--- src/hw/rtl/mct_pkg.sv ---
package mct_pkg;

  // Field widths
  localparam int unsigned PRICE_W         = 32;
  localparam int unsigned EXTRA_FRAC_BITS = 8;
  localparam int unsigned AVG_W           = PRICE_W + EXTRA_FRAC_BITS;  // price EMAs, Q16.24
  localparam int unsigned MACD_W          = AVG_W + 1;                  // macd and signal
  localparam int unsigned NUM_W           = MACD_W + 2;                 // 2 * (target - avg)
  localparam int unsigned LIMIT_W         = 16;
  localparam int unsigned POS_W           = LIMIT_W + 1;
  localparam int unsigned CASH_W          = 63;
  localparam int unsigned PROD_W          = PRICE_W + 1 + POS_W;
  localparam int unsigned DEN_W           = 5;
  localparam int unsigned STEP_W          = 4;

  // EMA denominators (alpha = 2 / D)
  localparam logic [DEN_W-1:0] SLOW_DEN   = DEN_W'(27);
  localparam logic [DEN_W-1:0] FAST_DEN   = DEN_W'(13);
  localparam logic [DEN_W-1:0] SIGNAL_DEN = DEN_W'(10);

  typedef enum logic [1:0] {
    DIR_NONE = 2'd0,
    DIR_BUY  = 2'd1,
    DIR_SELL = 2'd2
  } order_dir_e;

  // Micro-operations of the datapath
  typedef enum logic [3:0] {
    UOP_NOP,
    UOP_LATCH,
    UOP_INIT,
    UOP_DIV_SLOW,
    UOP_WB_SLOW,
    UOP_DIV_FAST,
    UOP_WB_FAST,
    UOP_MACD,
    UOP_DIV_SIG,
    UOP_WB_SIG,
    UOP_TRADE,
    UOP_MUL,
    UOP_SETTLE
  } uop_e;

  // Conditions that hold the sequencer on its current step
  typedef enum logic [1:0] {
    HOLD_NONE,
    HOLD_IN,
    HOLD_DIV,
    HOLD_OUT
  } hold_e;

  typedef enum logic [1:0] {
    JMP_NEXT,
    JMP_ALWAYS,
    JMP_NOT_FIRST
  } jump_e;

  typedef struct packed {
    uop_e              uop;
    hold_e             hold;
    jump_e             jump;
    logic [STEP_W-1:0] target;
  } ctl_word_t;

  typedef struct packed {
    logic                    start;
    logic signed [NUM_W-1:0] num;
    logic [DEN_W-1:0]        den;
  } div_req_t;

  typedef struct packed {
    logic                    busy;
    logic                    done;
    logic signed [NUM_W-1:0] quot;
  } div_rsp_t;

  // Program addresses
  localparam logic [STEP_W-1:0] STEP_IDLE     = STEP_W'(0);
  localparam logic [STEP_W-1:0] STEP_INIT     = STEP_W'(1);
  localparam logic [STEP_W-1:0] STEP_DIV_SLOW = STEP_W'(2);
  localparam logic [STEP_W-1:0] STEP_WB_SLOW  = STEP_W'(3);
  localparam logic [STEP_W-1:0] STEP_DIV_FAST = STEP_W'(4);
  localparam logic [STEP_W-1:0] STEP_WB_FAST  = STEP_W'(5);
  localparam logic [STEP_W-1:0] STEP_MACD     = STEP_W'(6);
  localparam logic [STEP_W-1:0] STEP_DIV_SIG  = STEP_W'(7);
  localparam logic [STEP_W-1:0] STEP_WB_SIG   = STEP_W'(8);
  localparam logic [STEP_W-1:0] STEP_TRADE    = STEP_W'(9);
  localparam logic [STEP_W-1:0] STEP_MUL      = STEP_W'(10);
  localparam logic [STEP_W-1:0] STEP_SETTLE   = STEP_W'(11);

  // Control store: one word per step
  function automatic ctl_word_t ucode_rom(input logic [STEP_W-1:0] step);
    ctl_word_t w;
    w = '{uop: UOP_NOP, hold: HOLD_NONE, jump: JMP_ALWAYS, target: STEP_IDLE};
    unique case (step)
      STEP_IDLE:     w = '{UOP_LATCH,    HOLD_IN,   JMP_NOT_FIRST, STEP_DIV_SLOW};
      STEP_INIT:     w = '{UOP_INIT,     HOLD_NONE, JMP_NEXT,      STEP_IDLE};
      STEP_DIV_SLOW: w = '{UOP_DIV_SLOW, HOLD_NONE, JMP_NEXT,      STEP_IDLE};
      STEP_WB_SLOW:  w = '{UOP_WB_SLOW,  HOLD_DIV,  JMP_NEXT,      STEP_IDLE};
      STEP_DIV_FAST: w = '{UOP_DIV_FAST, HOLD_NONE, JMP_NEXT,      STEP_IDLE};
      STEP_WB_FAST:  w = '{UOP_WB_FAST,  HOLD_DIV,  JMP_NEXT,      STEP_IDLE};
      STEP_MACD:     w = '{UOP_MACD,     HOLD_NONE, JMP_NEXT,      STEP_IDLE};
      STEP_DIV_SIG:  w = '{UOP_DIV_SIG,  HOLD_NONE, JMP_NEXT,      STEP_IDLE};
      STEP_WB_SIG:   w = '{UOP_WB_SIG,   HOLD_DIV,  JMP_NEXT,      STEP_IDLE};
      STEP_TRADE:    w = '{UOP_TRADE,    HOLD_NONE, JMP_NEXT,      STEP_IDLE};
      STEP_MUL:      w = '{UOP_MUL,      HOLD_NONE, JMP_NEXT,      STEP_IDLE};
      STEP_SETTLE:   w = '{UOP_SETTLE,   HOLD_OUT,  JMP_ALWAYS,    STEP_IDLE};
      default:       w = '{UOP_NOP,      HOLD_NONE, JMP_ALWAYS,    STEP_IDLE};
    endcase
    return w;
  endfunction

endpackage

--- src/hw/rtl/macd_crossover_trader.sv ---
// Channel   Handshake                 Beat contents
// in        in_valid_i / in_ready_o   close_price_i, first_sample_i
// out       out_valid_o / out_ready_i order_dir_o, held_units_o, cash_balance_o,
//                                     settled_value_o, macd_value_o, signal_value_o
// cfg       cfg_valid_i / cfg_ready_o position_limit_i
//
// Each item is stepped by the microcode sequencer through three runs of the
// shared constant divider (four quotient bits per cycle), with an extra init
// step when first_sample_i is set. A new input beat is taken only once the
// previous item has left the sequencer's last step.
// Reset clears all averages, position, cash and the limit; nothing to sweep.
// A stalled result is held in the output register while the next input
// beat is taken; the sequencer waits at its last step until the slot frees.
module macd_crossover_trader (
  input  logic                                 clk_i,
  input  logic                                 rst_ni,
  input  logic                                 in_valid_i,
  output logic                                 in_ready_o,
  input  logic [mct_pkg::PRICE_W-1:0]          close_price_i,
  input  logic                                 first_sample_i,
  output logic                                 out_valid_o,
  input  logic                                 out_ready_i,
  output logic [1:0]                           order_dir_o,
  output logic signed [mct_pkg::POS_W-1:0]     held_units_o,
  output logic signed [mct_pkg::CASH_W-1:0]    cash_balance_o,
  output logic signed [mct_pkg::CASH_W-1:0]    settled_value_o,
  output logic signed [mct_pkg::MACD_W-1:0]    macd_value_o,
  output logic signed [mct_pkg::MACD_W-1:0]    signal_value_o,
  input  logic                                 cfg_valid_i,
  output logic                                 cfg_ready_o,
  input  logic [mct_pkg::LIMIT_W-1:0]          position_limit_i
);
  import mct_pkg::*;

  // Sequencer
  logic [STEP_W-1:0] step_q, step_d;
  ctl_word_t         ctl;
  logic              stall;
  logic              exec;
  logic              jump_taken;

  // Architectural state
  logic [AVG_W-1:0]          slow_q;
  logic [AVG_W-1:0]          fast_q;
  logic signed [MACD_W-1:0]  sig_q;
  logic signed [POS_W-1:0]   pos_q;
  logic signed [CASH_W-1:0]  cash_q;
  logic [LIMIT_W-1:0]        limit_q;

  // Working registers
  logic [PRICE_W-1:0]        price_q;
  logic signed [MACD_W-1:0]  macd_q;
  logic signed [PROD_W-1:0]  prod_q;
  order_dir_e                dir_q;

  // Output register
  logic                      out_valid_q;
  order_dir_e                dir_out_q;
  logic signed [POS_W-1:0]   held_out_q;
  logic signed [CASH_W-1:0]  cash_out_q;
  logic signed [CASH_W-1:0]  settled_out_q;
  logic signed [MACD_W-1:0]  macd_out_q;
  logic signed [MACD_W-1:0]  sig_out_q;

  // Datapath
  div_req_t                  div_req;
  div_rsp_t                  div_rsp;
  logic [AVG_W-1:0]          wide;
  logic [MACD_W-1:0]         slow_diff;
  logic [MACD_W-1:0]         fast_diff;
  logic [NUM_W-2:0]          sig_diff;
  logic signed [POS_W:0]     pos_ext;
  logic signed [POS_W:0]     lim_pos;
  logic signed [POS_W:0]     lim_neg;
  logic signed [CASH_W:0]    cash_ext;
  logic signed [CASH_W:0]    price_ext;
  logic signed [CASH_W:0]    cash_minus;
  logic signed [CASH_W:0]    cash_plus;
  logic signed [CASH_W:0]    settle_sum;
  logic signed [PROD_W-1:0]  prod_d;
  order_dir_e                dir_d;

  function automatic logic [CASH_W-1:0] sat_cash(input logic [CASH_W:0] v);
    logic [CASH_W-1:0] r;
    r = v[CASH_W-1:0];
    if (v[CASH_W] != v[CASH_W-1]) begin
      r = v[CASH_W] ? {1'b1, {(CASH_W-1){1'b0}}} : {1'b0, {(CASH_W-1){1'b1}}};
    end
    return r;
  endfunction

  // Control word fetch and step selection
  assign ctl = ucode_rom(step_q);

  always_comb begin
    unique case (ctl.hold)
      HOLD_IN:  stall = !in_valid_i;
      HOLD_DIV: stall = !div_rsp.done;
      HOLD_OUT: stall = out_valid_q && !out_ready_i;
      default:  stall = 1'b0;
    endcase
  end

  assign exec = !stall;

  always_comb begin
    unique case (ctl.jump)
      JMP_ALWAYS:    jump_taken = 1'b1;
      JMP_NOT_FIRST: jump_taken = !first_sample_i;
      default:       jump_taken = 1'b0;
    endcase
  end

  assign step_d = stall      ? step_q     :
                  jump_taken ? ctl.target : step_q + 1'b1;

  assign in_ready_o  = (ctl.hold == HOLD_IN);
  assign cfg_ready_o = 1'b1;

  // EMA differences, two's complement wraps safely at these widths
  assign wide      = {price_q, {EXTRA_FRAC_BITS{1'b0}}};
  assign slow_diff = {1'b0, wide} - {1'b0, slow_q};
  assign fast_diff = {1'b0, wide} - {1'b0, fast_q};
  assign sig_diff  = {macd_q[MACD_W-1], macd_q} - {sig_q[MACD_W-1], sig_q};

  // Divider request decode
  always_comb begin
    div_req.start = 1'b0;
    div_req.num   = '0;
    div_req.den   = SLOW_DEN;
    unique case (ctl.uop)
      UOP_DIV_SLOW: begin
        div_req.start = 1'b1;
        div_req.num   = $signed({slow_diff[MACD_W-1], slow_diff, 1'b0});
        div_req.den   = SLOW_DEN;
      end
      UOP_DIV_FAST: begin
        div_req.start = 1'b1;
        div_req.num   = $signed({fast_diff[MACD_W-1], fast_diff, 1'b0});
        div_req.den   = FAST_DEN;
      end
      UOP_DIV_SIG: begin
        div_req.start = 1'b1;
        div_req.num   = $signed({sig_diff, 1'b0});
        div_req.den   = SIGNAL_DEN;
      end
      default: ;
    endcase
  end

  mct_cdiv u_cdiv (
    .clk_i  (clk_i),
    .rst_ni (rst_ni),
    .req_i  (div_req),
    .rsp_o  (div_rsp)
  );

  // Crossover decision against the position limit
  assign pos_ext = $signed({pos_q[POS_W-1], pos_q});
  assign lim_pos = $signed({1'b0, 1'b0, limit_q});
  assign lim_neg = -lim_pos;

  always_comb begin
    dir_d = DIR_NONE;
    if (macd_q > sig_q) begin
      if (pos_ext < lim_pos) dir_d = DIR_BUY;
    end else if (macd_q < sig_q) begin
      if (pos_ext > lim_neg) dir_d = DIR_SELL;
    end
  end

  // Cash and mark-to-market arithmetic
  assign cash_ext   = $signed({cash_q[CASH_W-1], cash_q});
  assign price_ext  = $signed({{(CASH_W+1-PRICE_W){1'b0}}, price_q});
  assign cash_minus = cash_ext - price_ext;
  assign cash_plus  = cash_ext + price_ext;
  assign prod_d     = $signed({1'b0, price_q}) * pos_q;
  assign settle_sum = cash_ext + $signed({{(CASH_W+1-PROD_W){prod_q[PROD_W-1]}}, prod_q});

  // Sequencer, architectural state and output handshake
  always_ff @(posedge clk_i or negedge rst_ni) begin
    if (!rst_ni) begin
      step_q      <= STEP_IDLE;
      slow_q      <= '0;
      fast_q      <= '0;
      sig_q       <= '0;
      pos_q       <= '0;
      cash_q      <= '0;
      limit_q     <= '0;
      out_valid_q <= 1'b0;
    end else begin
      step_q <= step_d;
      if (cfg_valid_i) limit_q <= position_limit_i;
      if (out_valid_q && out_ready_i) out_valid_q <= 1'b0;
      if (exec) begin
        unique case (ctl.uop)
          UOP_INIT: begin
            slow_q <= wide;
            fast_q <= wide;
            sig_q  <= '0;
            pos_q  <= '0;
            cash_q <= '0;
          end
          UOP_WB_SLOW: slow_q <= slow_q + div_rsp.quot[AVG_W-1:0];
          UOP_WB_FAST: fast_q <= fast_q + div_rsp.quot[AVG_W-1:0];
          UOP_WB_SIG:  sig_q  <= sig_q + $signed(div_rsp.quot[MACD_W-1:0]);
          UOP_TRADE: begin
            if (dir_d == DIR_BUY) begin
              pos_q  <= pos_q + POS_W'(1);
              cash_q <= $signed(sat_cash(cash_minus));
            end else if (dir_d == DIR_SELL) begin
              pos_q  <= pos_q - POS_W'(1);
              cash_q <= $signed(sat_cash(cash_plus));
            end
          end
          UOP_SETTLE: out_valid_q <= 1'b1;
          default: ;
        endcase
      end
    end
  end

  // Working and output payload registers
  always_ff @(posedge clk_i) begin
    if (exec) begin
      unique case (ctl.uop)
        UOP_LATCH: price_q <= close_price_i;
        UOP_MACD:  macd_q  <= $signed({1'b0, fast_q} - {1'b0, slow_q});
        UOP_TRADE: dir_q   <= dir_d;
        UOP_MUL:   prod_q  <= prod_d;
        UOP_SETTLE: begin
          dir_out_q     <= dir_q;
          held_out_q    <= pos_q;
          cash_out_q    <= cash_q;
          settled_out_q <= $signed(sat_cash(settle_sum));
          macd_out_q    <= macd_q;
          sig_out_q     <= sig_q;
        end
        default: ;
      endcase
    end
  end

  assign out_valid_o     = out_valid_q;
  assign order_dir_o     = dir_out_q;
  assign held_units_o    = held_out_q;
  assign cash_balance_o  = cash_out_q;
  assign settled_value_o = settled_out_q;
  assign macd_value_o    = macd_out_q;
  assign signal_value_o  = sig_out_q;

  // Checks
  a_div_free : assert property (@(posedge clk_i) disable iff (!rst_ni)
    div_req.start |-> !div_rsp.busy)
    else $error("divider started while busy");

  a_div_waited : assert property (@(posedge clk_i) disable iff (!rst_ni)
    div_rsp.done |-> ctl.hold == HOLD_DIV)
    else $error("quotient ready with no step waiting for it");

  a_buy_pos : assert property (@(posedge clk_i) disable iff (!rst_ni)
    (exec && ctl.uop == UOP_TRADE && dir_d == DIR_BUY)
      |=> pos_q == $past(pos_q) + POS_W'(1))
    else $error("buy did not raise the position by one");

endmodule

--- src/hw/rtl/mct_cdiv.sv ---
// Signed divide by a small constant, truncating toward zero.
// Restoring long division on the magnitude, four quotient bits per cycle.
module mct_cdiv (
  input  logic              clk_i,
  input  logic              rst_ni,
  input  mct_pkg::div_req_t req_i,
  output mct_pkg::div_rsp_t rsp_o
);
  import mct_pkg::*;

  localparam int unsigned DIGITS = 4;
  localparam int unsigned CYCLES = (NUM_W + DIGITS - 1) / DIGITS;
  localparam int unsigned WORK_W = CYCLES * DIGITS;
  localparam int unsigned CNT_W  = $clog2(CYCLES + 1);

  logic              busy_q;
  logic              done_q;
  logic              neg_q;
  logic [CNT_W-1:0]  cnt_q;
  logic [WORK_W-1:0] work_q, work_d;
  logic [DEN_W-1:0]  rem_q, rem_d;
  logic [DEN_W-1:0]  den_q;
  logic [NUM_W-1:0]  mag;
  logic [NUM_W-1:0]  quot_mag;
  logic [NUM_W-1:0]  quot_bits;

  // magnitude of the dividend; the most negative value maps to 2^(NUM_W-1)
  assign mag = req_i.num[NUM_W-1] ? (~req_i.num + 1'b1) : req_i.num;

  // four shift/compare/subtract steps; remainder stays below the divisor
  always_comb begin
    logic [DEN_W:0] trial;
    work_d = work_q;
    rem_d  = rem_q;
    for (int k = 0; k < DIGITS; k++) begin
      trial  = {rem_d, work_d[WORK_W-1]};
      work_d = {work_d[WORK_W-2:0], 1'b0};
      if (trial >= {1'b0, den_q}) begin
        trial     = trial - {1'b0, den_q};
        work_d[0] = 1'b1;
      end
      rem_d = trial[DEN_W-1:0];
    end
  end

  // iteration control
  always_ff @(posedge clk_i or negedge rst_ni) begin
    if (!rst_ni) begin
      busy_q <= 1'b0;
      done_q <= 1'b0;
      cnt_q  <= '0;
    end else begin
      done_q <= 1'b0;
      if (req_i.start) begin
        busy_q <= 1'b1;
        cnt_q  <= CNT_W'(CYCLES);
      end else if (busy_q) begin
        cnt_q <= cnt_q - 1'b1;
        if (cnt_q == CNT_W'(1)) begin
          busy_q <= 1'b0;
          done_q <= 1'b1;
        end
      end
    end
  end

  // dividend/quotient shift register and remainder
  always_ff @(posedge clk_i) begin
    if (req_i.start) begin
      work_q <= WORK_W'(mag);
      rem_q  <= '0;
      den_q  <= req_i.den;
      neg_q  <= req_i.num[NUM_W-1];
    end else if (busy_q) begin
      work_q <= work_d;
      rem_q  <= rem_d;
    end
  end

  assign quot_mag  = work_q[NUM_W-1:0];
  assign quot_bits = neg_q ? (~quot_mag + 1'b1) : quot_mag;

  assign rsp_o.busy = busy_q;
  assign rsp_o.done = done_q;
  assign rsp_o.quot = $signed(quot_bits);

  // Checks
  a_busy_count : assert property (@(posedge clk_i) disable iff (!rst_ni)
    busy_q |-> cnt_q != '0)
    else $error("divider busy with an exhausted count");

  a_done_idle : assert property (@(posedge clk_i) disable iff (!rst_ni)
    done_q |-> !busy_q)
    else $error("divider done while still iterating");

  a_done_len : assert property (@(posedge clk_i) disable iff (!rst_ni)
    (busy_q && cnt_q == CNT_W'(1) && !req_i.start) |=> done_q)
    else $error("divider finished without a done pulse");

endmodule

--- config.mk ---
export PLATFORM = sky130hd
export DESIGN_NAME = macd_crossover_trader
export DESIGN_NICKNAME = d
export VERILOG_FILES = /design/src/hw/rtl/mct_pkg.sv /design/src/hw/rtl/macd_crossover_trader.sv /design/src/hw/rtl/mct_cdiv.sv
export SDC_FILE = /design/constraint.sdc
export NUM_CORES = 2
export LEC_CHECK = 0
export BUFFER_PORTS_ARGS = -buffer_cell sky130_fd_sc_hd__buf_2
export CAP_MARGIN = 10
export CORE_MARGIN = 10
export CORE_UTILIZATION = 58
export CTS_BUF_LIST = sky130_fd_sc_hd__clkbuf_16
export DETAILED_ROUTE_END_ITERATION = 7
export GPL_TIMING_DRIVEN = 0
export PLACE_DENSITY = 0.76
export SLEW_MARGIN = 20
export SYNTH_ARGS = -nofsm -noshare
export SYNTH_HDL_FRONTEND = slang
export SYNTH_SLANG_ARGS = --single-unit
--- constraint.sdc ---
create_clock -name clk_i -period 11.4 [get_ports clk_i]
set_clock_uncertainty 0.15 [all_clocks]
set_input_delay 2.28 -clock clk_i [delete_from_list [all_inputs] [get_ports clk_i]]
set_output_delay 2.28 -clock clk_i [all_outputs]
set_load 0.02 [all_outputs]
==> results.sh <==
export IMPL_synth_commonest_cells="852 x inv_1, 707 x nand2_1, 627 x ha_1"
export IMPL_multi_input_area_um2=44900
export IMPL_crit_fanout=10
export IMPL_cts_htree_levels=3
export IMPL_via_per_inst=6.45
export IMPL_grt_max_degree=85
export IMPL_numCtsBuffers=76
export IMPL_first_global_vias=57700
export IMPL_syn_inst=7553
export IMPL_clockRootBuffer="clkbuf_16"
export IMPL_async_reset_ff_share_pct=36.0
export IMPL_utilization_pct=64.2
export IMPL_slew_violations=0
export IMPL_rsz0062_at_grt="no"
export IMPL_maxSlewHeadroom_pct=10.1
export IMPL_totalWireLength_mm=244
export IMPL_antenna_found_initial=16
export IMPL_post_route_min_period_ns=10.10
export IMPL_setup_viol=0
export IMPL_required_ns=11.61
export IMPL_crit_cells=27
export IMPL_cp_common_cell="fa_1"
export IMPL_area_growth_pct=9.64
export IMPL_cts_hold_buf=0
export IMPL_status="complete, but fails checks"
export IMPL_violations="DRC"
export IMPL_yosysSeqAreaShare_pct=26.6
export IMPL_synth_top_area_share_pct=17.9
export IMPL_synth_area_leaders="edfxtp_1 18%, fa_1 14%, ha_1 12%, dfrtp_1 8.5%, inv_1 4.8%"
export IMPL_grt_pass1_wl_mm=361
export IMPL_postCtsSetupRepairBufs=0
export IMPL_hold_class="reg -> reg"
export IMPL_fp_dieW_um=360
export IMPL_die_area_um2=130000
export IMPL_hold_violations=0
export IMPL_yosysWarnings=0
export IMPL_crit_type="reg -> reg"
export IMPL_grt_total_usage_pct=36.3
export IMPL_synth_area_um2=67000
export IMPL_io_pins=284
export IMPL_drc=11
export IMPL_slowest_delay_ns=0.84
export IMPL_drt_pass1_iterations=8
export IMPL_final_nets=9085
export IMPL_regArea_um2=17800
export IMPL_post_cts_resized=0
export IMPL_max_freq_mhz=99.0
export IMPL_worstMarginPinSlew_ns=1.35
export IMPL_synth_edf_count=400
export IMPL_synth_nets=8696
export IMPL_cts_sinks=634
export IMPL_critPathTopFamily="compound AO/OA/AOI/OAI gates"
export IMPL_ys_flop_type="edfxtp_1"
export IMPL_reg2reg_depth=27
export IMPL_place_inst=9372
export IMPL_hold_depth=0
export IMPL_synth_cell_type_count=91
export IMPL_ys_ff_latch=634
export IMPL_crit_buf_inv=8
export IMPL_cts_clk_slew_worst_paths_ns=0.06
export IMPL_worstSkewPairLatency_ns=0.67
export IMPL_synthMostInstantiatedCell="inv_1"
export IMPL_fillers=9845
export IMPL_dr_first_iter_drc_count=8126
export IMPL_worst_setup_path_end_kind="register"
export IMPL_start_util_pct=58.6
export IMPL_cpMaxStageDelayCell="o41ai_1"
export IMPL_dp_hpwl_mm=195
export IMPL_critPathArrivalTime_ns=10.31
export IMPL_io_buffers=282
export IMPL_critPathLaunchType="register"
export IMPL_avgSynthCellArea_um2=8.88
export IMPL_cts_path_max_buffers=3
export IMPL_vias=61500
export IMPL_drive_above_1_share_pct=6.61
export IMPL_gp_congestion=1.04
export IMPL_post_route_period_util_pct=88.6
export IMPL_die_h_um=360
export IMPL_cap_violations=0
export IMPL_cts_tree="built"
export IMPL_antenna_left=0
export IMPL_fp_row_count=124
export IMPL_finalNonFillerCells=9527
export IMPL_core_area_um2=115000
export IMPL_grt_overflow=0
export IMPL_wl_per_cell_um=25.6
export IMPL_synth_top_cell_by_area="edfxtp_1"
==> metrics by stage <==
| stage | hold WS (ns) | TNS (ns) | worst slack, ns | instance area (um2) |
|---|---|---|---|---|
| after CTS | 0.272 | 0 | 1.61 | 73400 |
| after floorplan | 0.250 | 0 | 2.05 | 67000 |
| after global routing | 0.278 | 0 | 1.09 | 73500 |
| after detailed placement | 0.258 | 0 | 1.67 | 70800 |
| final | 0.271 | 0 | 1.30 | 73500 |
| after global placement | 0.256 | -112.00 | -0.621 | 70300 |
==> registers in the layout, summed over array words and instances (netlist names), 2 cells and up <==
| signal | cells |
|---|---|
| step_q | 4 |
| signal_value_o | 41 |
| cash_balance_o | 63 |
| order_dir_o | 2 |
| u_cdiv.den_q | 4 |
| u_cdiv.work_q | 44 |
| fast_q | 40 |
| slow_q | 40 |
| cash_q | 63 |
| price_q | 32 |
| pos_q | 17 |
| sig_q | 41 |
| prod_q | 50 |
| limit_q | 16 |
| dir_q | 2 |
| u_cdiv.rem_q | 5 |
| settled_value_o | 63 |
| u_cdiv.cnt_q | 4 |
| macd_q | 41 |
| held_units_o | 17 |
| macd_value_o | 41 |
==> path summary, 6_finish.rpt <==
kind / start / to / slack, ns
setup reg to reg: pos_q[6] / prod_q[46] / 1.30
setup / recovery: pos_q[6] / prod_q[46] / 1.30
hold reg to reg: dir_q[0] / order_dir_o[0] / 0.27
hold / removal: dir_q[0] / order_dir_o[0] / 0.27
max in group asynchronous: rst_ni / cash_q[36] / 8.34
min in group asynchronous: rst_ni / sig_q[4] / 1.44
==> cell usage in the layout, fill, tap and decap left out, types with 186 or more instances in the layout <==
master and instances:
xnor2_1 316, buf_2 284, o21ai_0 467, inv_1 862, dfrtp_1 228, a21o_1 207, nand2_1 706, edfxtp_1 400
a21oi_1 566, fa_1 462, ha_1 627, clkbuf_1 282, and2_1 186, nor2_1 502
==> logic make-up (layout without fill, tap and decap cells) <==
kind of cell	count (synthesis)	count (layout)	share of synthesized area, %
xor gates and xnor gates	461	461	6.02
AOI/OAI and AO/OA	1992	1992	19.0
and+or+nand+nor	2167	2167	15.5
DFF	634	634	26.6
muxes	50	50	0.763
buffers and inverters	1156	1609	6.48
adders and majority gates	1092	1092	25.5
other	1	10	0.00559
==> area by class of cell <==
class	instances	share of cell area, %
clock buffer	80	2.72
buffer	301	1.55
multi-input combinational	5763	61.1
antenna	9	0.0306
timing repair buffer	311	2.57
inverter	855	4.37
tap	1512	2.57
sequential	634	24.3
clock inverter	62	0.775
==> layer usage <==
layer  part of all wire, %  wire length, um  vias up  track usage [%]
met4                   4.3            10500       26             13.9
met2                    40            97300     3919             50.4
met5                 0.074              180        -                0
met1                    41            99300    29700             51.1
met3                    15            36800      604             13.3
li1                      -                -    27200                -
==> worst reg2reg max path, stage by stage, from the launching register on <==
cell	delay, ns
dfrtp_1	0.59
clkbuf_1	0.54
clkinv_1	0.50
clkbuf_1	0.43
nor2_1	0.24
fa_1	0.44
inv_1	0.08
fa_1	0.43
fa_1	0.51
inv_1	0.05
fa_1	0.48
fa_1	0.49
inv_1	0.05
fa_1	0.48
inv_1	0.04
ha_1	0.27
inv_1	0.11
o21ai_0	0.10
o32ai_1	0.68
o21ai_0	0.31
o211ai_1	0.28
a21oi_1	0.17
a221o_1	0.44
o21ba_2	0.25
o41ai_1	0.84
o21ai_0	0.24
a21oi_1	0.23
xnor2_1	0.35
Power is not shown: default switching activity piles up to over one toggle a cycle in this logic, so the estimate is an artifact.
